--- config.mk ---
export PLATFORM = sky130hd
export DESIGN_NAME = http_request_head_parser
export DESIGN_NICKNAME = d
export VERILOG_FILES = /design/src/sv/hrp_pkg.sv /design/src/sv/hrp_step.sv /design/src/sv/http_request_head_parser.sv
export SDC_FILE = /design/constraint.sdc
export NUM_CORES = 1
export LEC_CHECK = 0
export CORE_ASPECT_RATIO = 0.5
export CORE_MARGIN = 2
export CORE_UTILIZATION = 40
export CTS_BUF_LIST = sky130_fd_sc_hd__clkbuf_4 sky130_fd_sc_hd__clkbuf_8
export DETAILED_ROUTE_END_ITERATION = 10
export DONT_BUFFER_PORTS = 1
export PLACE_DENSITY_LB_ADDON = 0.08
export SYNTH_ARGS = -nofsm -noshare
export SYNTH_HDL_FRONTEND = slang
export SYNTH_SLANG_ARGS = --single-unit
--- constraint.sdc ---
create_clock -name clock -period 3.53 [get_ports clock]
set_clock_uncertainty 0.05 [all_clocks]
set_input_delay 0 -clock clock [delete_from_list [all_inputs] [get_ports clock]]
set_output_delay 0 -clock clock [all_outputs]
set_load 0.005 [all_outputs]
--- src/sv/hrp_pkg.sv ---
package hrp_pkg;

   localparam logic [7:0] CHAR_CR    = 8'h0D;
   localparam logic [7:0] CHAR_LF    = 8'h0A;
   localparam logic [7:0] CHAR_SPACE = 8'h20;
   localparam logic [7:0] CHAR_COLON = 8'h3A;
   localparam logic [7:0] CHAR_SLASH = 8'h2F;

   // Parse phase of the current line, one-hot.
   typedef enum logic [5:0] {
      PH_METHOD  = 6'b000001,
      PH_URI     = 6'b000010,
      PH_VERSION = 6'b000100,
      PH_KEY     = 6'b001000,
      PH_GAP     = 6'b010000,
      PH_VALUE   = 6'b100000
   } phase_type;

   typedef enum logic [2:0] {
      ROLE_DROP    = 3'd0,
      ROLE_METHOD  = 3'd1,
      ROLE_URI     = 3'd2,
      ROLE_VERSION = 3'd3,
      ROLE_KEY     = 3'd4,
      ROLE_VALUE   = 3'd5,
      ROLE_HALTED  = 3'd6
   } role_type;

   typedef enum logic [1:0] {
      METH_NONE = 2'd0,
      METH_GET  = 2'd1,
      METH_PUT  = 2'd2,
      METH_POST = 2'd3
   } method_type;

   typedef enum logic [1:0] {
      PEND_NONE = 2'd0,
      PEND_CR   = 2'd1,
      PEND_LF   = 2'd2
   } pend_type;

   typedef enum logic [1:0] {
      HALT_RUN   = 2'd0,
      HALT_DONE  = 2'd1,
      HALT_ERROR = 2'd2
   } halt_type;

   localparam logic [3:0] POS_MAX     = 4'd15;
   localparam logic [3:0] VERSION_LEN = 4'd8;

   typedef struct packed {
      logic [7:0] data_byte;
      logic       new_request;
   } req_payload_type;

   typedef struct packed {
      logic [7:0] byte_value;
      logic [2:0] byte_role;
      logic       line_end;
      logic       head_complete;
      logic       corrupted;
      logic [1:0] method_code;
      logic       minor_version;
      logic       proxy_request;
   } rsp_payload_type;

   typedef struct packed {
      phase_type  phase;
      logic [3:0] pos;
      logic [2:0] method_cand;   // bit 0 GET, bit 1 PUT, bit 2 POST
      logic [1:0] version_cand;  // bit 0 HTTP/1.0, bit 1 HTTP/1.1
      logic       uri_seen;
      logic       proxy_mark;
      pend_type   pend;
      method_type method_held;
      logic       minor_held;
      halt_type   halt;
   } parse_state_type;

   localparam parse_state_type STATE_RESET = '{
      phase:        PH_METHOD,
      pos:          4'd0,
      method_cand:  3'b111,
      version_cand: 2'b11,
      uri_seen:     1'b0,
      proxy_mark:   1'b0,
      pend:         PEND_NONE,
      method_held:  METH_NONE,
      minor_held:   1'b0,
      halt:         HALT_RUN
   };

   // Methods whose text has character b at position pos.
   function automatic logic [2:0] method_match(input logic [7:0] b, input logic [3:0] pos);
      logic [2:0] m;
      m = 3'b000;
      unique case (pos)
         4'd0: m = {b == "P", b == "P", b == "G"};
         4'd1: m = {b == "O", b == "U", b == "E"};
         4'd2: m = {b == "S", b == "T", b == "T"};
         4'd3: m = {b == "T", 1'b0, 1'b0};
         default: m = 3'b000;
      endcase
      return m;
   endfunction

   // Versions whose text has character b at position pos.
   function automatic logic [1:0] version_match(input logic [7:0] b, input logic [3:0] pos);
      logic [1:0] m;
      m = 2'b00;
      unique case (pos)
         4'd0: m = {2{b == "H"}};
         4'd1: m = {2{b == "T"}};
         4'd2: m = {2{b == "T"}};
         4'd3: m = {2{b == "P"}};
         4'd4: m = {2{b == "/"}};
         4'd5: m = {2{b == "1"}};
         4'd6: m = {2{b == "."}};
         4'd7: m = {b == "1", b == "0"};
         default: m = 2'b00;
      endcase
      return m;
   endfunction

endpackage

--- src/sv/hrp_step.sv ---
module hrp_step (
   input  hrp_pkg::parse_state_type state_cur,
   input  hrp_pkg::req_payload_type item,
   output hrp_pkg::parse_state_type state_next,
   output hrp_pkg::rsp_payload_type result
);
   import hrp_pkg::*;

   parse_state_type s;
   parse_state_type n;
   logic [7:0]      b;
   logic            is_term;
   logic            swallowed;
   role_type        role;
   logic            lend;
   method_type      code;
   logic [3:0]      pos_bump;

   always_comb begin
      b         = item.data_byte;
      s         = item.new_request ? STATE_RESET : state_cur;
      n         = s;
      n.pend    = PEND_NONE;
      is_term   = (b == CHAR_CR) || (b == CHAR_LF);
      swallowed = ((s.pend == PEND_CR) && (b == CHAR_LF)) ||
                  ((s.pend == PEND_LF) && (b == CHAR_CR));
      role      = ROLE_DROP;
      lend      = 1'b0;
      pos_bump  = (s.pos == POS_MAX) ? s.pos : s.pos + 4'd1;

      priority if (s.method_cand[0]) code = METH_GET;
      else if (s.method_cand[1])     code = METH_PUT;
      else if (s.method_cand[2])     code = METH_POST;
      else                           code = METH_NONE;

      if (swallowed) begin
         role = ROLE_DROP;
      end else if (s.halt != HALT_RUN) begin
         role = ROLE_HALTED;
      end else if (is_term) begin
         lend   = 1'b1;
         n.pend = (b == CHAR_CR) ? PEND_CR : PEND_LF;
         if ((s.phase == PH_METHOD) || (s.phase == PH_URI) || (s.phase == PH_VERSION)) begin
            // End of the request line: it passes only from the version phase.
            n.halt = HALT_ERROR;
            if (s.phase == PH_VERSION) begin
               n.method_held = code;
               if ((code != METH_NONE) && (s.pos == VERSION_LEN) &&
                   (s.version_cand != 2'b00)) begin
                  n.minor_held = ~s.version_cand[0];
                  if (s.uri_seen) begin
                     n.halt  = HALT_RUN;
                     n.phase = PH_KEY;
                     n.pos   = 4'd0;
                  end
               end
            end
         end else if (s.phase == PH_KEY) begin
            // An empty header line ends the head; a key without a colon is corrupt.
            n.halt = (s.pos == 4'd0) ? HALT_DONE : HALT_ERROR;
         end else begin
            n.phase = PH_KEY;
            n.pos   = 4'd0;
         end
      end else begin
         unique case (s.phase)
            PH_METHOD: begin
               if (b == CHAR_SPACE) begin
                  n.method_cand = s.method_cand &
                                  {s.pos == 4'd4, s.pos == 4'd3, s.pos == 4'd3};
                  n.pos   = 4'd0;
                  n.phase = PH_URI;
               end else begin
                  role          = ROLE_METHOD;
                  n.method_cand = s.method_cand & method_match(b, s.pos);
                  n.pos         = pos_bump;
               end
            end
            PH_URI: begin
               if (b == CHAR_SPACE) begin
                  n.pos   = 4'd0;
                  n.phase = PH_VERSION;
               end else begin
                  role = ROLE_URI;
                  if (!s.uri_seen) begin
                     n.uri_seen   = 1'b1;
                     n.proxy_mark = (b != CHAR_SLASH);
                  end
               end
            end
            PH_VERSION: begin
               if (b == CHAR_SPACE) begin
                  n.version_cand = 2'b00;
               end else begin
                  role           = ROLE_VERSION;
                  n.version_cand = s.version_cand & version_match(b, s.pos);
                  n.pos          = pos_bump;
               end
            end
            PH_KEY: begin
               if (b == CHAR_COLON) begin
                  n.phase = PH_GAP;
               end else begin
                  role  = ROLE_KEY;
                  n.pos = pos_bump;
               end
            end
            PH_GAP: begin
               if (b != CHAR_SPACE) begin
                  role    = ROLE_VALUE;
                  n.phase = PH_VALUE;
               end
            end
            PH_VALUE: role = ROLE_VALUE;
            default:  role = ROLE_VALUE;
         endcase
      end

      state_next           = n;
      result.byte_value    = b;
      result.byte_role     = role;
      result.line_end      = lend;
      result.head_complete = (n.halt == HALT_DONE);
      result.corrupted     = (n.halt == HALT_ERROR);
      result.method_code   = n.method_held;
      result.minor_version = n.minor_held;
      result.proxy_request = n.proxy_mark &&
                             ((n.phase == PH_KEY) || (n.phase == PH_GAP) ||
                              (n.phase == PH_VALUE));
   end

endmodule

--- src/sv/http_request_head_parser.sv ---
// HTTP request head parser.
// The req_ channel carries one byte of the request head per transaction, with
// new_request set on the first byte of a new request to clear all parse state.
// The rsp_ channel returns one transaction for every byte: the byte echoed, its
// role (method, URI, version, header key, header value, delimiter or received
// while halted), a line-end flag and the running status: head complete,
// corrupted, method, minor version and proxy flag.
// A byte accepted on req_ is captured in an input register, then one pass of
// compare and state-update logic writes the result register and the parse
// state at the same edge; its result is then on rsp_, with rsp_valid high.
// Throughput is one byte per cycle while the receiver does not stall, set by
// the single state-update pass. Reset clears the valid flags of both registers
// and returns the parse state to the start of a request line. When the
// receiver stalls, the result register holds its transaction, the input
// register still takes one more byte, and req_ready then drops until rsp_ready
// frees the result register.
module http_request_head_parser (
   input  logic                     clock,
   input  logic                     reset,
   input  logic                     req_valid,
   output logic                     req_ready,
   input  hrp_pkg::req_payload_type req_payload,
   output logic                     rsp_valid,
   input  logic                     rsp_ready,
   output hrp_pkg::rsp_payload_type rsp_payload
);
   import hrp_pkg::*;

   // Input register.
   logic            in_valid_ff;
   logic            in_valid_in;
   req_payload_type in_data_ff;

   // Result register.
   logic            out_valid_ff;
   logic            out_valid_in;
   rsp_payload_type out_data_ff;

   // Parse state, updated whenever a byte moves from input to result register.
   parse_state_type state_ff;
   parse_state_type state_in;
   rsp_payload_type step_result;

   logic advance;
   logic take;

   hrp_step u_step (
      .state_cur  (state_ff),
      .item       (in_data_ff),
      .state_next (state_in),
      .result     (step_result)
   );

   // A byte advances when the result register is empty or being drained.
   assign advance   = in_valid_ff && (!out_valid_ff || rsp_ready);
   assign req_ready = !in_valid_ff || advance;
   assign take      = req_valid && req_ready;

   assign in_valid_in  = take || (in_valid_ff && !advance);
   assign out_valid_in = advance || (out_valid_ff && !rsp_ready);

   always_ff @(posedge clock) begin
      if (reset) begin
         in_valid_ff  <= 1'b0;
         out_valid_ff <= 1'b0;
         state_ff     <= STATE_RESET;
      end else begin
         in_valid_ff  <= in_valid_in;
         out_valid_ff <= out_valid_in;
         if (advance) begin
            state_ff <= state_in;
         end
      end
   end

   always_ff @(posedge clock) begin
      if (take) begin
         in_data_ff <= req_payload;
      end
      if (advance) begin
         out_data_ff <= step_result;
      end
   end

   assign rsp_valid   = out_valid_ff;
   assign rsp_payload = out_data_ff;

endmodule
After elaboration in Yosys (flattened, before gate mapping). Index checks and enable logic that the tools add are counted.

Bits of input ports: 13. Output and inout bits: 20. Bits in registers: 53. Logic and storage cells: 156.

Add/subtract/negate cells: 1. Reductions and logical operators: 30. Bitwise logic cells: 4. Mux-type cells: 59. Eq/ne operators: 39.

Operators with widths (number): 24-bit 2-to-1 mux (3); 10-bit 2-to-1 mux (7); 8-bit by 7-bit equality test with 1-bit output (second input constant) (8); 8-bit by 6-bit equality test with 1-bit output (second input constant) (6); 2-bit 2-to-1 mux (19); 3-bit 2-to-1 mux (12); 6-bit one-hot mux with 4 select lines (1); 7-bit 2-to-1 mux (3); 6-bit 2-to-1 mux (3); 4-bit by 3-bit equality test with 1-bit output (second input constant) (4); 8-bit by 4-bit equality test with 1-bit output (second input constant) (2); 8-bit by 6-bit != test with 1-bit output (second input constant) (2); 4-bit one-hot mux with 4 select lines (1); 3-bit one-hot mux with 5 select lines (1); 2-bit one-hot mux with 7 select lines (1); 6-bit by 4-bit equality test with 1-bit output (second input constant) (2); 6-bit by 5-bit equality test with 1-bit output (second input constant) (2); 4-bit 2-to-1 mux (3); 3-bit one-hot mux with 4 select lines (1); 1-bit logical OR (10); 1-bit logical AND (9); 4-bit by 2-bit equality test with 1-bit output (second input constant) (2); 4-bit equality test (second input constant) (2); 3-bit AND (2); other kinds (17) (27).

Logic depth before layout (Yosys ltp). Gate-level depths: netlist (run 1).

Depth in word-level cells: 19. Gate-level depth with buffers: 10. Gate-level depth less buffers: 8.

Cells and area by module. Synthesis (run 1) repeated with hierarchy kept, for this count alone.

Cells, all modules: 388. Area, all modules: 3553.4 um^2.

By module, submodules not included: http_request_head_parser (times used 1, area an instance 1959.4 um^2, sequential area each 1331.3 um^2, cells each 141); hrp_step (times used 1, area an instance 1594.0 um^2, sequential area each 0.0 um^2, cells each 247).

Least setup slack after synthesis (run 1). Ideal clock, no wire load.

Kind: register -> register. Start: reg in_data_ff[1] (netlist bit). End: reg out_data_ff, in the netlist rsp_payload[0], data pin. Data arrival time: 1979 ps. Cell stages (with the launch flop): 9. Setup time: 261 ps. Data required time: 3219 ps. Setup slack: 1240 ps. Clock period less this slack: 2290 ps. Cells stage by stage: edfxtp_1 and3b_4 o211ai_4 nand2_4 or3_4 o211ai_2 o31ai_4 nand3_1 nor3_2.

RTL lines: start, declared (RTL line http_request_head_parser.sv:32) `req_payload_type in_data_ff;`; start signal, assigned (RTL line http_request_head_parser.sv:78) `in_data_ff <= req_payload;`; end signal, assigned (RTL line http_request_head_parser.sv:81) `out_data_ff <= step_result;`; end, declared (RTL line http_request_head_parser.sv:37) `rsp_payload_type out_data_ff;`.

==> metrics, run 1 <==
number of synthesized register bits 53; EDFF count, synth 27; Period minus WS final 2.86 ns; Max Cap Viol 0; Yosys top cell by area edfxtp_1; Max Freq 350 MHz; final setup TNS 0 ns; netlist area before placement 3150 sq um; antenna cells 0; Starting Density 42.1%; Avg Synthesized Cell Area 8.73 sq um; CP Capture Type register; Cell variety after synth 72; most frequent cells in the layout nand2_1 (51), nor2_1 (49), a21oi_1 (37); ranking of synthesized cells by area edfxtp_1 (26%), dfxtp_1 (17%), nand2_1 (6.1%), a21oi_1 (5.9%), nor2_1 (5.8%); Syn Nets 374; CP max-delay cell edfxtp_1; power per cell area 369 nW/um^2; delay-heaviest family, CP simple AND/OR/NAND/NOR gates; Core ar. 7490 sq um; Total GRT Usage 23.3%; final hold violation count 0; share of layout cells above drive strength 1 11.1%; multi-input logic area 1720 sq um; total CTS buffers 5; fill count 764; final max-slew violation count 0; Tot Pwr 0.00129 W; antenna violations before repair 0; RSZ-0062 raised after global routing no; Final setup viols 0; Final nets 382; post-route cell area 3500 sq um; Tcrit/Tclk final 81.0%; Post-synth ARST share 0%; die height 66.8 microns; initial drt markers 258; pin count of the biggest net entering global routing 27; clk_lat worst skew 0.32 ns; Vias 2817; Routed Antenna Nets 0; clock-pin slew on the worst setup and hold paths 0.10 ns; Seq/Total Area, Yosys 42.3%; Worst EP arrival 2.88 ns; min-delay worst type primary input to register; DR WL/cell 19.4 microns; Worst Path Buf+Inv 1; chip width 130 microns; slew margin rel. 28.9%; Setup CP Type register to register; outcome finished, final reports clean; Slew @ Worst Pin 1.06 ns; ys flop type edfxtp_1; clock sink total 53; P_int 0.000957 W; I/O Buffers 0; top fanout value on the critical path 16; share of the synthesized area in the top cell type 25.7%; switching share of power 26.0%; via/cell ratio 5.89; Comb pwr share 10.2%; CTS Root Cell clkbuf_8; first-pass GRT wire length 14900 microns; htree depth 2; gr ovfl total 0; Detailed Place HPWL 6740 microns; drt pass-1 iters 5; CP peak stage delay 0.67 ns; CP required 3.55 ns; cell area after placement 3260 sq um; Psw 0.000336 W; Syn-to-layout area delta 11.2%; Pleak 1.21 nW; leading cell type in the layout, fill and taps excluded nand2_1; DRC 0; maximum VDD drop 0.000189 V; warning count from the yosys run 0; crit path cell chain buf_4 -> nor4_4 -> and2_1 -> and4_1 -> o211ai_1 -> a21oi_1 -> mux2i_1 -> nor3_2; power share of the sequential group 54.3%; CTS max path bufs 2; Top Ports 33; crit start category register; Clock power frac 35.4%; cells after synthesis 361; GP Congestion 0.913; vias in the first global route 2659; Site Rows 22; Post-Route WL 9270 microns; clock tree from TritonCTS yes; die area 8650 sq um; storage element area 1330 sq um
what timing repair did:
action                     in CTS  in global routing
hold endpoints to repair       35                  0
resized for setup               0                  0
setup endpoints to repair       0                  0
buffers inserted                0                  0
hold buffers                   12                  0
cell usage after synthesis (all sizes together) (2+ instances only):
cell     count
mux2i        3
dfxtp       26
nand3       13
nor2b        6
clkbuf       8
o21bai       3
nand4        5
o22ai        6
o21a         3
nor3        17
or2          2
nand3b       4
a2bb2oi      2
buf         10
a211oi       6
nand2b       8
nor3b        5
and2b        2
and3         5
o211ai       4
a31oi        2
or4          2
or3          2
a21oi       38
o21ai       11
inv          5
o31ai        6
nor2        49
nand2       52
a22oi        5
edfxtp      27
nor4         4
and2         3
sequential cells by signal, summed over array words and instances (netlist names):
signal and flops:
in_data_ff 9, rsp_payload 18, in_valid_ff 1, state_ff 24, rsp_valid 1
worst paths after layout:
check | from | to | slack (ns) | depth (start not counted)
min reg2reg | state_ff[3]$_SDFFE_PP0P_ | state_ff[3]$_SDFFE_PP0P_ | 0.41 | 2
max | in_data_ff[0]$_DFFE_PP_ | rsp_payload[0]$_DFFE_PP_ | 0.67 | 8
max reg2reg | in_data_ff[0]$_DFFE_PP_ | rsp_payload[0]$_DFFE_PP_ | 0.67 | 8
min | req_valid | in_data_ff[8]$_DFFE_PP_ | 0.13 | 1
power groups by stage:
stage	clock, W	sequential (W)	combinational [W]
after CTS	0.000468	0.000703	0.000131
after detailed placement	0	0.000716	0.000115
after global placement	0	0.000716	0.000115
after floorplan	0	0.000700	0.0000973
after global routing	0.000492	0.000708	0.000145
final	0.000458	0.000702	0.000132
through the flow:
| stage | worst slack [ns] | hold WS [ns] | util [%] | std cells |
|---|---|---|---|---|
| 2_1_floorplan | 1.24 | 0.0489 | - | 361 |
| 5_1_grt | 0.534 | 0.140 | 46.8 | 478 |
| 6_report | 0.672 | 0.134 | 46.8 | 478 |
| 3_3_place_gp | 0.743 | 0.0245 | 43.5 | 458 |
| 3_5_place_dp | 0.721 | 0.0250 | 43.5 | 458 |
| 4_1_cts | 0.709 | 0.133 | 46.8 | 478 |
layout make-up:
class / count / share of cell area [%]
Clock buffer: 6 / 2.36
Inverter: 6 / 0.643
Tap cell: 108 / 3.86
Timing Repair Buffer: 19 / 4.93
Clock inverter: 2 / 1.18
Sequential cell: 53 / 38.0
Multi-Input combinational cell: 284 / 49.0
routing by layer:
layer	GRT usage [%]	part of all wire, %	vias up
met4	3.36	0.42	0
li1	-	-	1338
met5	0	0	-
met2	35.3	43	120
met3	5.38	7.6	7
met1	34.5	49	1352
cell families after synthesis:
family / Yosys count / share of synthesized area (%)
AOI/OAI and AO/OA: 97 / 22.2
xor gates and xnor gates: 2 / 0.556
buffers and inverters: 24 / 3.26
DFF: 53 / 42.3
muxes: 3 / 0.953
and+or+nand+nor: 182 / 30.7
Power figures use the tool's default switching activity.
==> run 2: changes to the inputs <==
==> constraint.sdc (replaced) <==
create_clock -name clock -period 2.4 [get_ports clock]
set_clock_uncertainty 0.05 [all_clocks]
set_input_delay 0 -clock clock [delete_from_list [all_inputs] [get_ports clock]]
set_output_delay 0 -clock clock [all_outputs]
set_load 0.005 [all_outputs]
==> run 2 against run 1 <==
Net effect:
- the run now ends with hold timing, setup timing left
- highest routed layer unchanged
- design area grew 16%
- power up 52%
- largest power group unchanged
- global-route usage increased by 0.64 points
- sequential cell count stayed put
- register-to-register slack worse by 0.67 ns
- clock power grew 50%
- via count up 8.2%
- hold slack got worse by 0.46 ns
- worst setup slack worse by 0.67 ns
- first-iteration DRC count is 6.2% lower
- die area unchanged
- critical endpoint unchanged
==> metrics, run 2 (synthesis gave the netlist of run 1 again) <==
Final nets 440 (was 382); Finished Layout Cells 536 (was 478); failing checks hold timing, setup timing; via/cell ratio 5.69 (was 5.89); top fanout value on the critical path 6 (was 16); DRC 0 (unchanged); gr ovfl total 0 (unchanged); min-delay worst type primary input to register (unchanged); cell area after placement 3630 sq um (was 3260 sq um); Core ar. 7490 sq um (unchanged); drt pass-1 iters 5 (unchanged); leading cell type in the layout, fill and taps excluded buf_4 (was nand2_1); PnR worst setup slack -0.00145 ns (was 0.672 ns); total CTS buffers 5 (unchanged); post-route cell area 4060 sq um (was 3500 sq um); die height 66.8 microns (unchanged); final max-slew violation count 0 (unchanged); post-layout util 54.3% (was 46.8%); outcome finished with violations (was finished, final reports clean); initial drt markers 242 (was 258); final setup TNS -0.00145 ns (was 0 ns); clk_lat worst skew 0.33 ns (was 0.32 ns); Period minus WS final 2.40 ns (was 2.86 ns); first-pass GRT wire length 15400 microns (was 14900 microns); Max Cap Viol 0 (unchanged); RSZ-0062 raised after global routing yes (was no); pin count of the biggest net entering global routing 27 (unchanged); fill count 726 (was 764); antenna cells 0 (unchanged); DR WL/cell 18.3 microns (was 19.4 microns); dpl ws -0.00767 ns (was 0.721 ns); GP Congestion 0.901 (was 0.913); Total GRT Usage 23.9% (was 23.3%); Fin Hold WS -0.324 ns (was 0.134 ns); Top Ports 33 (unchanged); clock tree from TritonCTS yes (unchanged); storage element area 1330 sq um (unchanged); Post-Route WL 9790 microns (was 9270 microns); # hold bufs at CTS 11 (was 12); die area 8650 sq um (unchanged); Starting Density 42.1% (unchanged); Slew @ Worst Pin 0.446 ns (was 1.06 ns); antenna violations before repair 0 (unchanged); slew margin rel. 70.3% (was 28.9%); Routed Antenna Nets 0 (unchanged); Site Rows 22 (unchanged); Pleak 1.51 nW (was 1.21 nW); CP Capture Type register (unchanged); htree depth 2 (unchanged); largest register by flop count state_ff (unchanged); Max Freq 416 MHz (was 350 MHz); power per cell area 483 nW/um^2 (was 369 nW/um^2); Syn-to-layout area delta 29.0% (was 11.2%); most frequent cells in the layout buf_4 (63), nand2_1 (50), nor2_1 (48) (was nand2_1 (51), nor2_1 (49), a21oi_1 (37)); Final setup viols 1 (was 0); clock-pin slew on the worst setup and hold paths 0.12 ns (was 0.10 ns); placed insts 508 (was 458); Vias 3048 (was 2817); final hold violation count 24 (was 0); maximum VDD drop 0.000292 V (was 0.000189 V); CTS Root Cell clkbuf_8 (unchanged); Setup CP Type register to register (unchanged); crit start category register (unchanged); Detailed Place HPWL 7260 microns (was 6740 microns); multi-input logic area 1830 sq um (was 1720 sq um); clock sink total 53 (unchanged); vias in the first global route 2823 (was 2659); share of layout cells above drive strength 1 27.8% (was 11.1%); Tcrit/Tclk final 100% (was 81.0%); max reg flops 24 (unchanged); Worst EP arrival 2.44 ns (was 2.88 ns); CP required 2.44 ns (was 3.55 ns); chip width 130 microns (unchanged); I/O Buffers 0 (unchanged); CTS max path bufs 2 (unchanged)
==> run 2: timing repair <==
action,in CTS,in global routing
endpoints found under the setup margin,1,11
hold endpoints to repair,35,24
setup buffers,0,9
pin swaps,0,13
resized for setup,2,30
==> run 2: through the flow <==
step,hold WS (ns),power (W)
6_report,-0.324,0.00196
5_1_grt,-0.324,0.00203
4_1_cts,-0.323,0.00194
3_5_place_dp,0.0253,0.00125
3_3_place_gp,0.0244,0.00125
2_1_floorplan,0.0489,0.00117
==> run 2: layout make-up <==
type | instances | area share (%)
clock buffer | 6 | 2.03
clock inverter | 2 | 1.02
inverter | 6 | 0.616
multi-input combinational | 284 | 45.0
sequential | 53 | 32.8
tap | 108 | 3.33
timing repair buffer | 77 | 15.3
==> run 2: critical path, stage by stage (launching register included) <==
cell and delay [ns]:
edfxtp_1 0.42, buf_6 0.15, and3b_4 0.35, o211a_4 0.23, o21a_1 0.17, o211ai_1 0.17, buf_4 0.19, a21oi_4 0.13
mux2i_1 0.24, nor3_2 0.07
==> run 2: layer usage <==
layer / global-route usage [%] / vias up / wire length (microns) / share of wire, %
li1: - / 1460 / - / -
met1: 34.6 / 1472 / 4900 / 50
met2: 37.6 / 108 / 4180 / 43
met3: 5.62 / 8 / 668 / 6.8
met4: 2.82 / 0 / 38 / 0.39
met5: 0 / - / 0 / 0
==> run 2: final timing paths <==
kind	start	to	depth (start not counted)	slack (ns)
min reg2reg	state_ff[4]$_SDFFE_PP0P_	state_ff[4]$_SDFFE_PP0P_	2	0.41
max	in_data_ff[2]$_DFFE_PP_	rsp_payload[0]$_DFFE_PP_	9	-0.001
max reg2reg	in_data_ff[2]$_DFFE_PP_	rsp_payload[0]$_DFFE_PP_	9	-0.001
min	reset	state_ff[16]$_SDFFE_PP0P_	1	-0.32
==> run 2: where the power goes <==
part	total, W	switching (W)	internal [W]	leakage, nW
Sequential	0.00102	0.0000293	0.000986	0.467
Clock	0.000689	0.000341	0.000348	0.0633
Combinational	0.000257	0.000146	0.000111	0.980
